==> src/rtl/chet_pkg.sv <==
// Shared types and constants for the hysteresis edge tracker.
// No dependencies; every other file imports this package.
`timescale 1ns / 1ps

package chet_pkg;

  // Frame and level geometry
  localparam int MAX_ROWS   = 256;
  localparam int MAX_COLS   = 256;
  localparam int MAG_LEVELS = 32768;

  localparam int ROW_W  = $clog2(MAX_ROWS);
  localparam int COL_W  = $clog2(MAX_COLS);
  localparam int PIXELS = MAX_ROWS * MAX_COLS;
  localparam int PIX_W  = $clog2(PIXELS);
  localparam int CNT_W  = PIX_W + 1;
  localparam int LVL_W  = $clog2(MAG_LEVELS);
  localparam int STK_W  = ROW_W + COL_W;

  // Field widths
  localparam int MAG_W   = 15;
  localparam int DIM_W   = 9;
  localparam int FRAC_W  = 17;
  localparam int FRAC_SH = 16;
  localparam int HIST_W  = CNT_W;
  localparam int PROD_W  = CNT_W + FRAC_W;

  localparam logic [FRAC_W-1:0] FRAC_ONE   = FRAC_W'(65536);
  localparam logic [PROD_W:0]   ROUND_HALF = (PROD_W+1)'(32768);

  // Configuration register indexes
  localparam logic [1:0] CFG_ROWS   = 2'd0;
  localparam logic [1:0] CFG_COLS   = 2'd1;
  localparam logic [1:0] CFG_HIFRAC = 2'd2;
  localparam logic [1:0] CFG_LOFRAC = 2'd3;

  // Pixel classes
  localparam logic [1:0] CLS_NONE = 2'd0;
  localparam logic [1:0] CLS_CAND = 2'd1;
  localparam logic [1:0] CLS_EDGE = 2'd2;

  // Neighbour offsets, walked in order
  localparam logic signed [1:0] NB_DX [8] = '{2'sd1, 2'sd1, 2'sd0, -2'sd1,
                                              -2'sd1, -2'sd1, 2'sd0, 2'sd1};
  localparam logic signed [1:0] NB_DY [8] = '{2'sd0, 2'sd1, 2'sd1, 2'sd1,
                                              2'sd0, -2'sd1, -2'sd1, -2'sd1};

  typedef enum logic {
    OP_LOAD = 1'b0,
    OP_READ = 1'b1
  } op_kind_t;

  typedef struct packed {
    op_kind_t           kind;
    logic [MAG_W-1:0]   mag;
    logic               pe;
  } chet_op_t;

  typedef struct packed {
    logic accept_en;
    logic frame_busy;
  } chet_status_t;

endpackage

==> src/rtl/chet_front.sv <==
// Input stage: registers one item, decodes its command and hands it on.
// Depends on chet_pkg.
`timescale 1ns / 1ps

module chet_front
  import chet_pkg::*;
(
  input  logic               clk,
  input  logic               rst_n,
  input  logic               in_tvalid,
  output logic               in_tready,
  input  logic [15:0]        in_tdata,
  input  logic               in_tuser,
  input  chet_status_t       status,
  output logic               q_push,
  output chet_op_t           q_op,
  input  logic               q_full
);

  logic     hold_v_r, hold_v_nxt;
  chet_op_t hold_r;

  // Forward the held item when the queue has room
  assign q_push    = hold_v_r && !q_full;
  assign q_op      = hold_r;
  assign in_tready = status.accept_en && (!hold_v_r || q_push);

  always_comb begin
    hold_v_nxt = hold_v_r;
    if (q_push) hold_v_nxt = 1'b0;
    if (in_tvalid && in_tready) hold_v_nxt = 1'b1;
  end

  always_ff @(posedge clk) begin
    if (!rst_n) begin
      hold_v_r <= 1'b0;
    end else begin
      hold_v_r <= hold_v_nxt;
    end
  end

  // Classify the command
  always_ff @(posedge clk) begin
    if (in_tvalid && in_tready) begin
      hold_r.kind <= in_tuser ? OP_READ : OP_LOAD;
      hold_r.mag  <= in_tdata[MAG_W-1:0];
      hold_r.pe   <= in_tdata[MAG_W];
    end
  end

endmodule

==> config.mk <==
export PLATFORM = sky130hd
export DESIGN_NAME = chet_front
export DESIGN_NICKNAME = d
export VERILOG_FILES = /design/src/rtl/chet_pkg.sv /design/src/rtl/chet_front.sv
export SDC_FILE = /design/constraint.sdc
export NUM_CORES = 1
export LEC_CHECK = 0
export ABC_AREA = 1
export BUFFER_PORTS_ARGS = -buffer_cell sky130_fd_sc_hd__buf_2
export CAP_MARGIN = 15
export CORE_UTILIZATION = 34
export DETAILED_ROUTE_END_ITERATION = 8
export PLACE_DENSITY = 0.73
export SLEW_MARGIN = 20
export SYNTH_ARGS = -nofsm -noshare
export SYNTH_HDL_FRONTEND = slang
export SYNTH_SLANG_ARGS = --single-unit
==> constraint.sdc <==
create_clock -name clk -period 2.1 [get_ports clk]
set_input_delay 0.315 -clock clk [delete_from_list [all_inputs] [get_ports clk]]
set_output_delay 0.315 -clock clk [all_outputs]
set_load 0.005 [all_outputs]
==> summary.txt <==
Final layout
  • Layout area overhead: 45.1%
  • Ant diodes: 0
  • Post-layout util: between 50% and 60%
  • Fillers: 141
  • Layout cells sized above 1: 60.8%
  • Fin cells: 90
  • Final instance area: around 830 um^2
  • Fin nets: slightly below 100

Clocking
  • TritonCTS clock tree: yes
  • Num CTS Buffers: 3
  • Clock Root Buffer: clkbuf_4
  • Clk Latency, worst-skew pair: about 280 ps
  • Max clock buf depth: 2
  • Sink Count: 18
  • Clock-pin slew of the registers on the worst-case setup and hold paths: 100 ps
  • Setup Buffers After CTS: 0
  • Hold-fix buffers at CTS: 0
  • Post-CTS Resized: 0
  • CTS H-Tree Depth: 1

Timing
  • Final setup vio count: 0
  • Setup Total Neg Slack: 0 ps
  • Maximum clock frequency: roughly 0.81 GHz
  • Rel. slew slack: roughly 86%
  • Hold slack: about 200 ps
  • Period utilization: around three fifths
  • Worst Max-Slew Pin Slew: approximately 210 ps
  • Hold Violations, Final: 0
  • Fin crit period: between 1000 and 1500 ps
  • Clock Skew: roughly 5.5 ps
  • Final Max Tran Viols: 0
  • RSZ-0062 raised after global routing: no

Worst setup path
  • Worst Path Max Fanout: 2
  • Worst r2r path cells: 4
  • Crit. End Element: output pin
  • FF-to-FF setup slack: roughly 1000 ps
  • WP data required: ~1800 ps
  • Crit path largest cell delay: approximately 340 ps
  • FF-to-FF End: q_op[2]
  • CP startpoint kind: flip-flop
  • Reg-to-Reg Start: hold_v_r
  • CP Data Arrival Time: 910 ps
  • Slowest CP cell: dfxtp_1
  • CP Cell Sequence: nand2_1, inv_1, nor2_1, buf_2
  • Kind of critical path: reg -> out

Logic synthesis
  • Syn_area_per_cell: around 20 um^2
  • Yosys warnings: 0
  • FF+latch count, synth: 18
  • Post-Syn Instances: 29
  • Mapped Area: roughly 570 um^2
  • Syn_nets: 52
  • Post-synthesis cell type count: 7
  • Sequential share of the synthesized area: ~92%

Hold path
  • Hold Startpoint: in_tdata[11]
  • Hold Path Class: in -> reg
  • Worst hold stages: 1
  • WHS Endpoint: q_op[12]

Global routing
  • Initial antenna violation count: 0
  • Remaining Overflow, GRT: 0
  • Largest net degree at the start of global routing: 18
  • First-pass GRT wire length: 1.42 mm
  • Vias in the first global route: between 300 and 400
  • Gr usage total: 10.7%

Pwr
  • Max VDD drop: 0.000337 V
  • Pwr dens: 757 nW/um^2
  • P_leak: about 0.39 nW

Route
  • DR vias/cell: 4.19
  • Initial DRC Count: 4
  • Router iterations before antenna repair: 2
  • Final wirelength: 921 um
  • Total number of vias: between 300 and 400
  • Routed WL per cell: approximately 10 um
  • Residual DRC count: 0
  • Final ANT Viol Nets: 0

Die
  • Core ar.: about 1500 um^2
  • Chip Width: about 43 um
  • I/O pin total: 42
  • Die ar.: between 1500 and 2000 um^2
  • # rows: 14
  • Initial Util: 37.3%
  • Die Ht: 43.1 um

Placement
  • HPWL Detailed: approximately 730 um
  • Gp weighted congestion: about 0.58
  • Buffers on Ports: 40
  • # placed instances: 86
  • DP Area: between 800 and 900 um^2

Outcome
  • Outcome: finished, final reports clean

Flow run
  • Max_cap viols: 0
## placed cells by master, fill, tap and decap left out
cell	instances
inv_1	5
clkbuf_1	1
clkbuf_4	3
nor3_2	1
nand2_1	2
edfxtp_1	17
o21ai_1	1
buf_4	1
dfxtp_1	1
buf_2	40
nor2_1	2
## kinds of logic after synthesis
family | Yosys count | share of synthesized area (%)
AO/OA/AOI/OAI | 1 | 0.871
flip-flops | 18 | 92.4
buffers and inverters | 5 | 3.27
AND/OR/NAND/NOR | 5 | 3.49
## per-layer routing
metal	part of all wire, %	wire, um	track usage [%]	vias to the layer above
met4	0	0	5.45	0
met5	0	0	0	-
met3	9.9	91	2.55	0
li1	-	-	-	193
met2	53	486	19.1	25
met1	37	343	11.5	159
## registers in the layout (all words and copies together), names as in the netlist
name,count
hold_v_r,1
q_op,17
## area by class of cell
type / instances / area, um^2 / share of cell area, %
repair buffers: 41 / 208 / 24.9
multi-input cells: 6 / 30.0 / 3.60
clock buffers: 4 / 26.3 / 3.15
inverters: 5 / 18.8 / 2.25
well taps: 16 / 20.0 / 2.40
flip-flops and latches: 18 / 531 / 63.7
## worst max-delay path, delay by kind of cell, from the launching register on
kind          cells  cell delay, ps
simple gates      2             100
buf+inv           2             200
flops             1             340
## cell usage after synthesis (all sizes together)
| cell | instances | area [um^2] |
|---|---|---|
| edfxtp | 17 | 510 |
| nor3 | 1 | 5.00 |
| nand2 | 2 | 7.51 |
| o21ai | 1 | 5.00 |
| inv | 5 | 18.8 |
| dfxtp | 1 | 20.0 |
| nor2 | 2 | 7.51 |
## how the worst max path moves through the flow
stage,start,end,slack [ps],depth (start not counted)
after global routing,hold_v_r,in_tready,790,4
final,hold_v_r,in_tready,870,4
after floorplan,q_full,q_op[0],70,3
after detailed placement,q_full,q_op[8],870,5
after global placement,q_full,q_op[4],890,5
after CTS,hold_v_r,in_tready,850,4
## through the flow
step                setup WS [ps]  power, W
floorplan                    66.2  0.000435
global placement              890  0.000470
detailed placement            872  0.000472
CTS                           848  0.000639
global route                  786  0.000658
finish                        873  0.000631
## report_power, final
group / internal, W / leakage (nW) / total, W / switching [W]
clock: 0.0000736 / 0.0150 / 0.000168 / 0.0000947
sequential: 0.000410 / 0.167 / 0.000413 / 0.00000307
combinational: 0.0000267 / 0.204 / 0.0000488 / 0.0000222
Power figures use the tool's default switching activity.
