<file path="src/rtl/chet_pkg.sv">
// Shared types and constants for the hysteresis edge tracker.
// No dependencies; every other file imports this package.
`timescale 1ns / 1ps

package chet_pkg;

  // Frame and level geometry
  localparam int MAX_ROWS   = 256;
  localparam int MAX_COLS   = 256;
  localparam int MAG_LEVELS = 32768;

  localparam int ROW_W  = $clog2(MAX_ROWS);
  localparam int COL_W  = $clog2(MAX_COLS);
  localparam int PIXELS = MAX_ROWS * MAX_COLS;
  localparam int PIX_W  = $clog2(PIXELS);
  localparam int CNT_W  = PIX_W + 1;
  localparam int LVL_W  = $clog2(MAG_LEVELS);
  localparam int STK_W  = ROW_W + COL_W;

  // Field widths
  localparam int MAG_W   = 15;
  localparam int DIM_W   = 9;
  localparam int FRAC_W  = 17;
  localparam int FRAC_SH = 16;
  localparam int HIST_W  = CNT_W;
  localparam int PROD_W  = CNT_W + FRAC_W;

  localparam logic [FRAC_W-1:0] FRAC_ONE   = FRAC_W'(65536);
  localparam logic [PROD_W:0]   ROUND_HALF = (PROD_W+1)'(32768);

  // Configuration register indexes
  localparam logic [1:0] CFG_ROWS   = 2'd0;
  localparam logic [1:0] CFG_COLS   = 2'd1;
  localparam logic [1:0] CFG_HIFRAC = 2'd2;
  localparam logic [1:0] CFG_LOFRAC = 2'd3;

  // Pixel classes
  localparam logic [1:0] CLS_NONE = 2'd0;
  localparam logic [1:0] CLS_CAND = 2'd1;
  localparam logic [1:0] CLS_EDGE = 2'd2;

  // Neighbour offsets, walked in order
  localparam logic signed [1:0] NB_DX [8] = '{2'sd1, 2'sd1, 2'sd0, -2'sd1,
                                              -2'sd1, -2'sd1, 2'sd0, 2'sd1};
  localparam logic signed [1:0] NB_DY [8] = '{2'sd0, 2'sd1, 2'sd1, 2'sd1,
                                              2'sd0, -2'sd1, -2'sd1, -2'sd1};

  typedef enum logic {
    OP_LOAD = 1'b0,
    OP_READ = 1'b1
  } op_kind_t;

  typedef struct packed {
    op_kind_t           kind;
    logic [MAG_W-1:0]   mag;
    logic               pe;
  } chet_op_t;

  typedef struct packed {
    logic accept_en;
    logic frame_busy;
  } chet_status_t;

endpackage

</file>
<file path="src/rtl/chet_queue.sv">
// Four-entry queue of decoded items between front and back.
// Depends on chet_pkg.
`timescale 1ns / 1ps

module chet_queue
  import chet_pkg::*;
(
  input  logic     clk,
  input  logic     rst_n,
  input  logic     push,
  input  chet_op_t push_op,
  output logic     full,
  input  logic     pop,
  output logic     q_valid,
  output chet_op_t q_op
);

  localparam int QD = 4;
  localparam int QP = $clog2(QD);

  chet_op_t        slot_r [QD];
  logic [QP-1:0]   wp_r, rp_r;
  logic [QP:0]     cnt_r, cnt_nxt;

  assign full    = cnt_r == (QP+1)'(QD);
  assign q_valid = cnt_r != '0;
  assign q_op    = slot_r[rp_r];

  always_comb begin
    cnt_nxt = cnt_r;
    unique case ({push, pop})
      2'b10:   cnt_nxt = cnt_r + 1'b1;
      2'b01:   cnt_nxt = cnt_r - 1'b1;
      default: cnt_nxt = cnt_r;
    endcase
  end

  always_ff @(posedge clk) begin
    if (!rst_n) begin
      wp_r  <= '0;
      rp_r  <= '0;
      cnt_r <= '0;
    end else begin
      cnt_r <= cnt_nxt;
      if (push) wp_r <= wp_r + 1'b1;
      if (pop)  rp_r <= rp_r + 1'b1;
    end
  end

  always_ff @(posedge clk) begin
    if (push) slot_r[wp_r] <= push_op;
  end

endmodule

</file>
<file path="config.mk">
export PLATFORM = sky130hd
export DESIGN_NAME = chet_queue
export DESIGN_NICKNAME = d
export VERILOG_FILES = /design/src/rtl/chet_pkg.sv /design/src/rtl/chet_queue.sv
export SDC_FILE = /design/constraint.sdc
export NUM_CORES = 1
export LEC_CHECK = 0
export BUFFER_PORTS_ARGS = -buffer_cell sky130_fd_sc_hd__clkbuf_2
export CORE_MARGIN = 5
export CORE_UTILIZATION = 56
export CTS_CLUSTER_DIAMETER = 30
export DETAILED_ROUTE_END_ITERATION = 8
export PLACE_DENSITY = 0.88
export SYNTH_ARGS = -nofsm -noshare
export SYNTH_HDL_FRONTEND = slang
export SYNTH_SLANG_ARGS = --single-unit
</file>
<file path="constraint.sdc">
create_clock -name clk -period 2 [get_ports clk]
set_input_delay 0.4 -clock clk [delete_from_list [all_inputs] [get_ports clk]]
set_output_delay 0.4 -clock clk [all_outputs]
set_load 0.05 [all_outputs]
</file>
==> results of run 1 <==
[what timing repair did]
item                                   CTS  global route
resized for setup                       40            19
endpoints found under the hold margin    0             0
setup endpoints to repair               17            17
cloned                                   1             0
[worst min path at each step]
stage	endpoint	slack [ns]	depth (start not counted)
4_1_cts	slot_r[0][14]$_DFFE_PP_	0.27	1
3_3_place_gp	cnt_r[2]$_SDFFE_PN0P_	0.48	2
5_1_grt	slot_r[0][14]$_DFFE_PP_	0.26	1
6_report	slot_r[0][1]$_DFFE_PP_	0.29	1
2_1_floorplan	cnt_r[2]$_SDFFE_PN0P_	0.47	2
3_5_place_dp	cnt_r[2]$_SDFFE_PN0P_	0.52	2
[layout make-up]
cell class                 count  area, um^2  area share
clock inverter                 2        10.0     0.00280
clock buffer                  13         149      0.0417
inverter                       6        22.5     0.00630
multi-input combinational     48         636       0.178
tap                           70        87.6      0.0245
timing repair buffer          45         444       0.124
sequential                    77        2230       0.623
[registers in the layout, summed over array words and instances, names as in the netlist, named ones only]
register,count
cnt_r,3
slot_r,68
rp_r,2
wp_r,2
[layout by cell type (no fill, tap or decap), types with 2 or more instances in the layout]
cell       n
clkbuf_1   3
buf_8     13
buf_4      4
mux4_2    16
and2_1    10
clkbuf_2  22
buf_6      2
edfxtp_1  68
or3_1      2
nand2_1    2
inv_1      6
dfxtp_1    8
ha_1       5
clkinv_2   2
clkbuf_8  11
xor2_1     3
o21ai_0    2
xnor2_1    2
[layer usage]
metal  vias up  part of all wire  global-route usage
met5         -                 0                   0
met4         0             0.012              0.0784
met3         8             0.049              0.0401
met2        46              0.54               0.284
met1       703              0.40               0.194
li1        633                 -                   -
[power by group]
group / leakage, nW / total, mW / switching, mW / internal, mW
Combinational: 0.489 / 0.692 / 0.398 / 0.294
Sequential: 0.699 / 1.87 / 0.0356 / 1.84
Clock: 0.0833 / 0.957 / 0.482 / 0.475
Total: 1.27 / 3.52 / 0.916 / 2.61
[logic make-up (layout without fill, tap and decap cells)]
kind of cell | after synthesis | in the layout | share of synthesized area
mux | 18 | 18 | 0.142
xor+xnor | 5 | 5 | 0.0149
buf+inv | 10 | 66 | 0.0217
fa+ha+maj | 6 | 6 | 0.0280
simple gates | 16 | 16 | 0.0323
flops | 77 | 77 | 0.755
compound gates | 3 | 3 | 0.00595
[metrics by stage]
step / setup TNS (ns) / instances / utilization / total power, mW
4_1_cts: -0.192 / 261 / 0.697 / 3.51
3_3_place_gp: 0 / 245 / 0.634 / 2.43
6_report: -0.0374 / 261 / 0.700 / 3.52
3_5_place_dp: 0 / 245 / 0.634 / 2.46
2_1_floorplan: 0 / 135 / - / 2.32
5_1_grt: -0.577 / 261 / 0.700 / 3.68
==> results_dict.tcl, run 1 <==
set metrics [dict create \
    critPathMaxFanout 9 \
    max-cap-violations 0 \
    routed_via_density 5.33 \
    crit_family "multiplexers" \
    ir_drop_v 0.000622 \
    crit_slowest_cell "mux4_1" \
    drtAntennaViolNets 0 \
    cts_setup_buffers 0 \
    synth_most_common_cell "edfxtp_1" \
    worstSetupPathType "register to output pin" \
    hold_class "input port to register" \
    ioPinCount 40 \
    reg2reg_from "wp_r[1]$_SDFFE_PN0P_" \
    final_nets 214 \
    hp-start "push_op[1]" \
    setup_ws_ns -0.0266 \
    synth-seq-area-share 0.755 \
    regToRegSetupSlack_ns 0.34 \
    cp.arrival_ns 1.63 \
    port_buffers 39 \
    postLayoutCellArea_mm2 0.00357 \
    die-area_mm2 0.00681 \
    max_slew_margin 0.414 \
    grt_pass1_vias 1528 \
    cts-root-buf "clkbuf_8" \
    hold_slack_ns 0.293 \
    violations "negative setup slack" \
    dp_slack_ns 0.0621 \
    num_rows 26 \
    p_leak_nw 1.27 \
    syn_to_final_growth_pct 21.4 \
    finalSetupViolCount 2 \
    synth_ff_type "edfxtp_1" \
    cp.depth 3 \
    cts.sinks 77 \
    place_congestion 0.710 \
    wl_per_cell_um 19.5 \
    drive_gt1_frac 0.387 \
    synth-seq-cells 77 \
    path_cells "buf_12, mux4_1, clkbuf_8" \
    initial_utilization 0.576 \
    drtPass1Iterations 4 \
    skew_ns 0.00660 \
    tightestPinTransition_ns 0.879 \
    drc_errors 0 \
    track_usage 0.165 \
    clock_path_buffers 2 \
    synth_area_mm2 0.00294 \
    outcome "finished, violations left" \
    grt_max_degree 18 \
    clk-insertion-delay-late_ns 0.33 \
    p_per_area_mw_per_mm2 986 \
    crit_end "q_op[12]" \
    syn_inst 135 \
    synth_edf_count 68 \
    max_freq_mhz 493 \
    rsz0062_at_grt "true" \
    crit_buf_inv 2 \
    synth_top_cell_by_area "edfxtp_1" \
    async_flop_share 0 \
    num_vias 1390 \
    antenna_found_initial 0 \
    placed_area_mm2 0.00324 \
    synth.top_cells.by_count "edfxtp_1, and2_1, mux4_2" \
    synth.area.top_cells "edfxtp_1, mux4_2, mux4_1, dfxtp_1, and2_1" \
    drv_slew 0 \
    overflow 0 \
    hold_viol 0 \
    cts_hold_buf 0 \
    hpwl_um 3110 \
    grt_pass1_wl_um 7670 \
    die_y_um 82.5 \
    endpoint_kind "output pin" \
    drtIter0Drc 112 \
    synth_top_area_frac 0.694 \
    drt_wl_total_um 5090 \
    core_area_mm2 0.00511 \
    tritoncts "built" \
    clk_pin_slew_ns 0.07 \
    synth.avg_cell_area_um2 21.8 \
    ctsHtreeMaxLevel 3 \
    nFillCells 325 \
    ff2ff_path_depth 3 \
    yosysUniqueCellTypes 20 \
    synth_fp_nets 162 \
    post-route-period-util 1.01 \
    cts_buffers 9 \
    crit_required_ns 1.60 \
    critPathLaunchType "register" \
    ys_warn_count 0 \
    antenna-diode-count 0 \
    r2r-end "slot_r[0][0]$_DFFE_PP_" \
    finalCriticalPeriod_ns 2.03 \
    die-width_um 82.5 \
    slowest_delay_ns 0.56 \
]
Note: power is estimated with default switching activity, not from simulation.
==> run 2, diff against run 1 <==
--- a/config.mk
+++ b/config.mk
@@ -7,10 +7,10 @@
 export LEC_CHECK = 0
 export BUFFER_PORTS_ARGS = -buffer_cell sky130_fd_sc_hd__clkbuf_2
 export CORE_MARGIN = 5
-export CORE_UTILIZATION = 56
+export CORE_UTILIZATION = 51
 export CTS_CLUSTER_DIAMETER = 30
 export DETAILED_ROUTE_END_ITERATION = 8
-export PLACE_DENSITY = 0.88
+export PLACE_DENSITY = 0.85
 export SYNTH_ARGS = -nofsm -noshare
 export SYNTH_HDL_FRONTEND = slang
 export SYNTH_SLANG_ARGS = --single-unit
==> constraint.sdc (replaced) <==
create_clock -name clk -period 1.8 [get_ports clk]
set_input_delay 0.36 -clock clk [delete_from_list [all_inputs] [get_ports clk]]
set_output_delay 0.36 -clock clk [all_outputs]
set_load 0.05 [all_outputs]
==> results_dict.tcl, run 2 (same netlist as run 1, synthesis figures left out) <==
set metrics [dict create \
    max_freq_mhz 507 \
    regMostFlops "slot_r" \
    finalCriticalPeriod_ns 1.97 \
    critPathLaunchType "register" \
    rsz0062_at_grt "true" \
    grt_max_degree 18 \
    hold_class "input port to register" \
    cp.arrival_ns 1.61 \
    wl_per_cell_um 19.3 \
    overflow 0 \
    top_layer "met4" \
    grt_pass1_wl_um 8110 \
    max-cap-violations 0 \
    final_cell_mix "edfxtp_1, clkbuf_2, mux4_2" \
    endpoint_kind "output pin" \
    layout_commonest_cell "edfxtp_1" \
    clock_path_buffers 2 \
    postLayoutCellArea_mm2 0.00368 \
    hpwl_um 3300 \
    drt-met1-wl_um 1980 \
    finalSetupViolCount 17 \
    drv_slew 0 \
    post-route-period-util 1.10 \
    clk_pin_slew_ns 0.07 \
    cts_hold_buf 0 \
    num_rows 27 \
    place_congestion 0.730 \
    syn_to_final_growth_pct 24.9 \
    initial_utilization 0.528 \
    die_y_um 86.0 \
    tritoncts "built" \
    skew_ns 0.00225 \
    placed_area_mm2 0.00325 \
    outcome "finished, violations left" \
    critPathMaxFanout 5 \
    setup_ws_ns -0.172 \
    stdcell_count 267 \
    final_nets 217 \
    cts_buffers 9 \
    drtAntennaViolNets 0 \
    clk-insertion-delay-late_ns 0.33 \
    antenna_found_initial 0 \
    reg.largest.list "slot_r (68), cnt_r (3)" \
    num_vias 1403 \
    largest_reg_flops 68 \
    core_area_mm2 0.00557 \
    place_inst 249 \
    ctsHtreeMaxLevel 3 \
    ioPinCount 40 \
    hold_viol 0 \
    drtIter0Drc 83 \
    port_buffers 39 \
    drive_gt1_frac 0.415 \
    drc_errors 0 \
    violations "negative setup slack" \
    max_slew_margin 0.424 \
    p_per_area_mw_per_mm2 1160 \
    routed_via_density 5.25 \
    die-area_mm2 0.00739 \
    cts_setup_buffers 0 \
    grt_pass1_vias 1589 \
    cts-root-buf "clkbuf_8" \
    wl_met2_um 2820 \
    route.met3.wl_um 234 \
    crit_required_ns 1.44 \
    drtPass1Iterations 4 \
    cts.sinks 77 \
    track_usage 0.154 \
    antenna-diode-count 0 \
    drt_wl_total_um 5150 \
    power_mw 4.27 \
    ir_drop_v 0.000633 \
    worstSetupPathType "register to output pin" \
    tightestPinTransition_ns 0.864 \
    die-width_um 86.0 \
    p_leak_nw 1.32 \
]
run 2: changes by cell type in the layout (fill, tap and decap cells not counted):
| cell | change |
|---|---|
| buf_4 | +2 |
| clkbuf_1 | -2 |
| buf_6 | -2 |
| mux4_2 | +1 |
| bufinv_16 | +2 |
| mux4_1 | -1 |
| buf_8 | +3 |
| clkbuf_8 | +1 |
run 2: stage by stage:
stage / util / setup WS [ns] / hold WS (ns) / TNS [ns]
floorplan: - / 0.175 / 0.459 / 0
global placement: 0.584 / 0.0556 / 0.476 / 0
detailed placement: 0.584 / -0.0496 / 0.517 / -0.0496
CTS: 0.654 / -0.217 / 0.230 / -2.94
global route: 0.660 / -0.241 / 0.226 / -3.72
finish: 0.660 / -0.172 / 0.251 / -2.56
run 2: final timing paths:
check                                      startpoint                      end  slack (ns)  depth (start not counted)
worst min-delay path                      push_op[16]  slot_r[1][16]$_DFFE_PP_        0.25                          1
worst max register to register   wp_r[0]$_SDFFE_PN0P_   slot_r[0][1]$_DFFE_PP_        0.15                          3
worst max-delay path                         register                 q_op[15]       -0.17                          3
worst min register to register  cnt_r[2]$_SDFFE_PN0P_    cnt_r[2]$_SDFFE_PN0P_        0.53                          2
run 2: worst max-delay path, stage by stage, from the launching register on:
cell and delay (ns):
dfxtp_4 0.41, buf_12 0.14, mux4_2 0.55, buf_8 0.18
run 2: metal layers:
layer | up-vias | track usage
met5 | - | 0
met4 | 0 | 0.0892
met3 | 12 | 0.0413
met2 | 47 | 0.264
met1 | 700 | 0.171
li1 | 644 | -
run 2: cell type report:
class,instances,area (um^2)
Inverter,6,22.5
Tap cell,72,90.1
Fill cell,372,1900
Clock inverter,4,70.1
Clock buffer,12,155
Multi-Input combinational cell,48,632
Timing Repair Buffer,48,482
Sequential cell,77,2230
run 2: where the power goes:
part / leakage (nW) / switching [mW] / internal [mW]
registers: 0.699 / 0.0409 / 2.04
logic: 0.505 / 0.449 / 0.339
clock network: 0.116 / 0.548 / 0.852
run 2: repair_timing:
item,in CTS,in global routing
endpoints found under the setup margin,17,17
gates resized for setup,41,19
gates cloned,1,1
==> run 3, diff against run 2 <==
--- a/config.mk
+++ b/config.mk
@@ -7,10 +7,10 @@
 export LEC_CHECK = 0
 export BUFFER_PORTS_ARGS = -buffer_cell sky130_fd_sc_hd__clkbuf_2
 export CORE_MARGIN = 5
-export CORE_UTILIZATION = 51
+export CORE_UTILIZATION = 59
 export CTS_CLUSTER_DIAMETER = 30
 export DETAILED_ROUTE_END_ITERATION = 8
-export PLACE_DENSITY = 0.85
+export PLACE_DENSITY = 0.91
 export SYNTH_ARGS = -nofsm -noshare
 export SYNTH_HDL_FRONTEND = slang
 export SYNTH_SLANG_ARGS = --single-unit
==> constraint.sdc (replaced) <==
create_clock -name clk -period 2.3 [get_ports clk]
set_input_delay 0.46 -clock clk [delete_from_list [all_inputs] [get_ports clk]]
set_output_delay 0.46 -clock clk [all_outputs]
set_load 0.05 [all_outputs]
==> results_dict.tcl, run 3 (same netlist as run 1, synthesis figures left out) <==
set metrics [dict create \
    clock_path_buffers 2 \
    cts_setup_buffers 0 \
    max_freq_mhz 453 \
    final_cell_mix "edfxtp_1, clkbuf_2, mux4_2, and2_1" \
    p_per_area_mw_per_mm2 927 \
    endpoint_kind "output pin" \
    core_area_mm2 0.00479 \
    overflow 0 \
    max-cap-violations 0 \
    largest_reg_flops 68 \
    crit_slowest_cell "mux4_1" \
    die_y_um 80.6 \
    path_cells "buf_12, mux4_1, clkbuf_2" \
    cp.arrival_ns 1.75 \
    regToRegSetupSlack_ns 0.66 \
    ioPinCount 40 \
    place_congestion 0.676 \
    cts_hold_buf 0 \
    wl_per_cell_um 19.3 \
    port_buffers 39 \
    drv_slew 0 \
    hpwl_um 3270 \
    r2r-end "cnt_r[2]$_SDFFE_PN0P_" \
    nFillCells 289 \
    outcome "completed" \
    drtAntennaViolNets 0 \
    drc_errors 0 \
    drt_wl_total_um 5010 \
    post-route-period-util 0.959 \
    final_nets 214 \
    setup_ws_ns 0.0940 \
    holdPathEnd "slot_r[2][7]$_DFFE_PP_" \
    regMostFlops "slot_r" \
    hold_depth 1 \
    cts_buffers 9 \
    layout_commonest_cell "edfxtp_1" \
    worstSetupPathType "register to output pin" \
    power_mw 3.21 \
    clk-insertion-delay-late_ns 0.34 \
    ff2ff_path_depth 5 \
    finalCriticalPeriod_ns 2.21 \
    track_usage 0.173 \
    syn_to_final_growth_pct 17.5 \
    drive_gt1_frac 0.365 \
    initial_utilization 0.615 \
    tns_ns 0 \
    critPathMaxFanout 17 \
    drtIter0Drc 86 \
    ctsHtreeMaxLevel 3 \
    antenna-diode-count 0 \
    num_rows 25 \
    grt_pass1_wl_um 7760 \
    critPathLaunchType "register" \
    p_leak_nw 1.25 \
    tritoncts "built" \
    rsz0062_at_grt "false" \
    die-width_um 80.6 \
    reg.largest.list "slot_r (68), cnt_r (3)" \
    die-area_mm2 0.00650 \
    hold_viol 0 \
    grt_pass1_vias 1484 \
    hold_class "input port to register" \
    cts-root-buf "clkbuf_8" \
    crit_buf_inv 2 \
    ir_drop_v 0.000550 \
    antenna_found_initial 0 \
    crit_family "multiplexers" \
    ctsResizeCount 0 \
    drtPass1Iterations 4 \
    slowest_delay_ns 0.58 \
    tightestPinTransition_ns 0.294 \
    crit_required_ns 1.84 \
    max_slew_margin 0.805 \
    clk_pin_slew_ns 0.08 \
    routed_via_density 5.45 \
    skew_ns 0.0105 \
    finalSetupViolCount 0 \
    dp_slack_ns 0.218 \
    num_vias 1411 \
    grt_max_degree 18 \
    cts.sinks 77 \
    reg2reg_from "cnt_r[0]$_SDFFE_PN0P_" \
    hp-start "push_op[7]" \
]
==> run 3: metal layers <==
layer | GRT usage | part of all wire
met1 | 0.201 | 0.40
met2 | 0.300 | 0.54
met3 | 0.0381 | 0.046
met4 | 0.0912 | 0.019
met5 | 0 | 0
==> run 3: per-stage QoR <==
stage,instances,hold slack (ns),util,cell area (um^2)
after floorplan,135,0.468,-,2940
after global placement,243,0.480,0.677,3240
after detailed placement,243,0.568,0.677,3240
after CTS,259,0.318,0.723,3460
after global routing,259,0.321,0.723,3460
final,259,0.335,0.723,3460
==> run 3: worst max-delay path by stage <==
| stage | from | endpoint | slack [ns] | depth (start not counted) |
|---|---|---|---|---|
| global route | register | q_op[16] | 0.04 | 3 |
| detailed placement | push | cnt_r[2]$_SDFFE_PN0P_ | 0.22 | 8 |
| finish | register | q_op[16] | 0.09 | 3 |
| CTS | register | q_op[16] | 0.06 | 3 |
| global placement | push | cnt_r[2]$_SDFFE_PN0P_ | 0.39 | 8 |
| floorplan | push | cnt_r[2]$_SDFFE_PN0P_ | 0.57 | 7 |
==> run 3: power breakdown <==
group	switching (mW)	total, mW	internal (mW)
Combinational	0.328	0.483	0.155
Sequential	0.0275	1.62	1.60
Clock	0.486	1.10	0.614
==> run 3: area by class of cell <==
cell class	instances	area [um^2]	share of cell area
sequential	77	2220	0.642
timing repair buffer	45	253	0.0731
inverter	6	22.5	0.00651
clock buffer	9	124	0.0358
clock inverter	7	96.3	0.0278
multi-input combinational	48	658	0.190
tap	67	83.8	0.0242
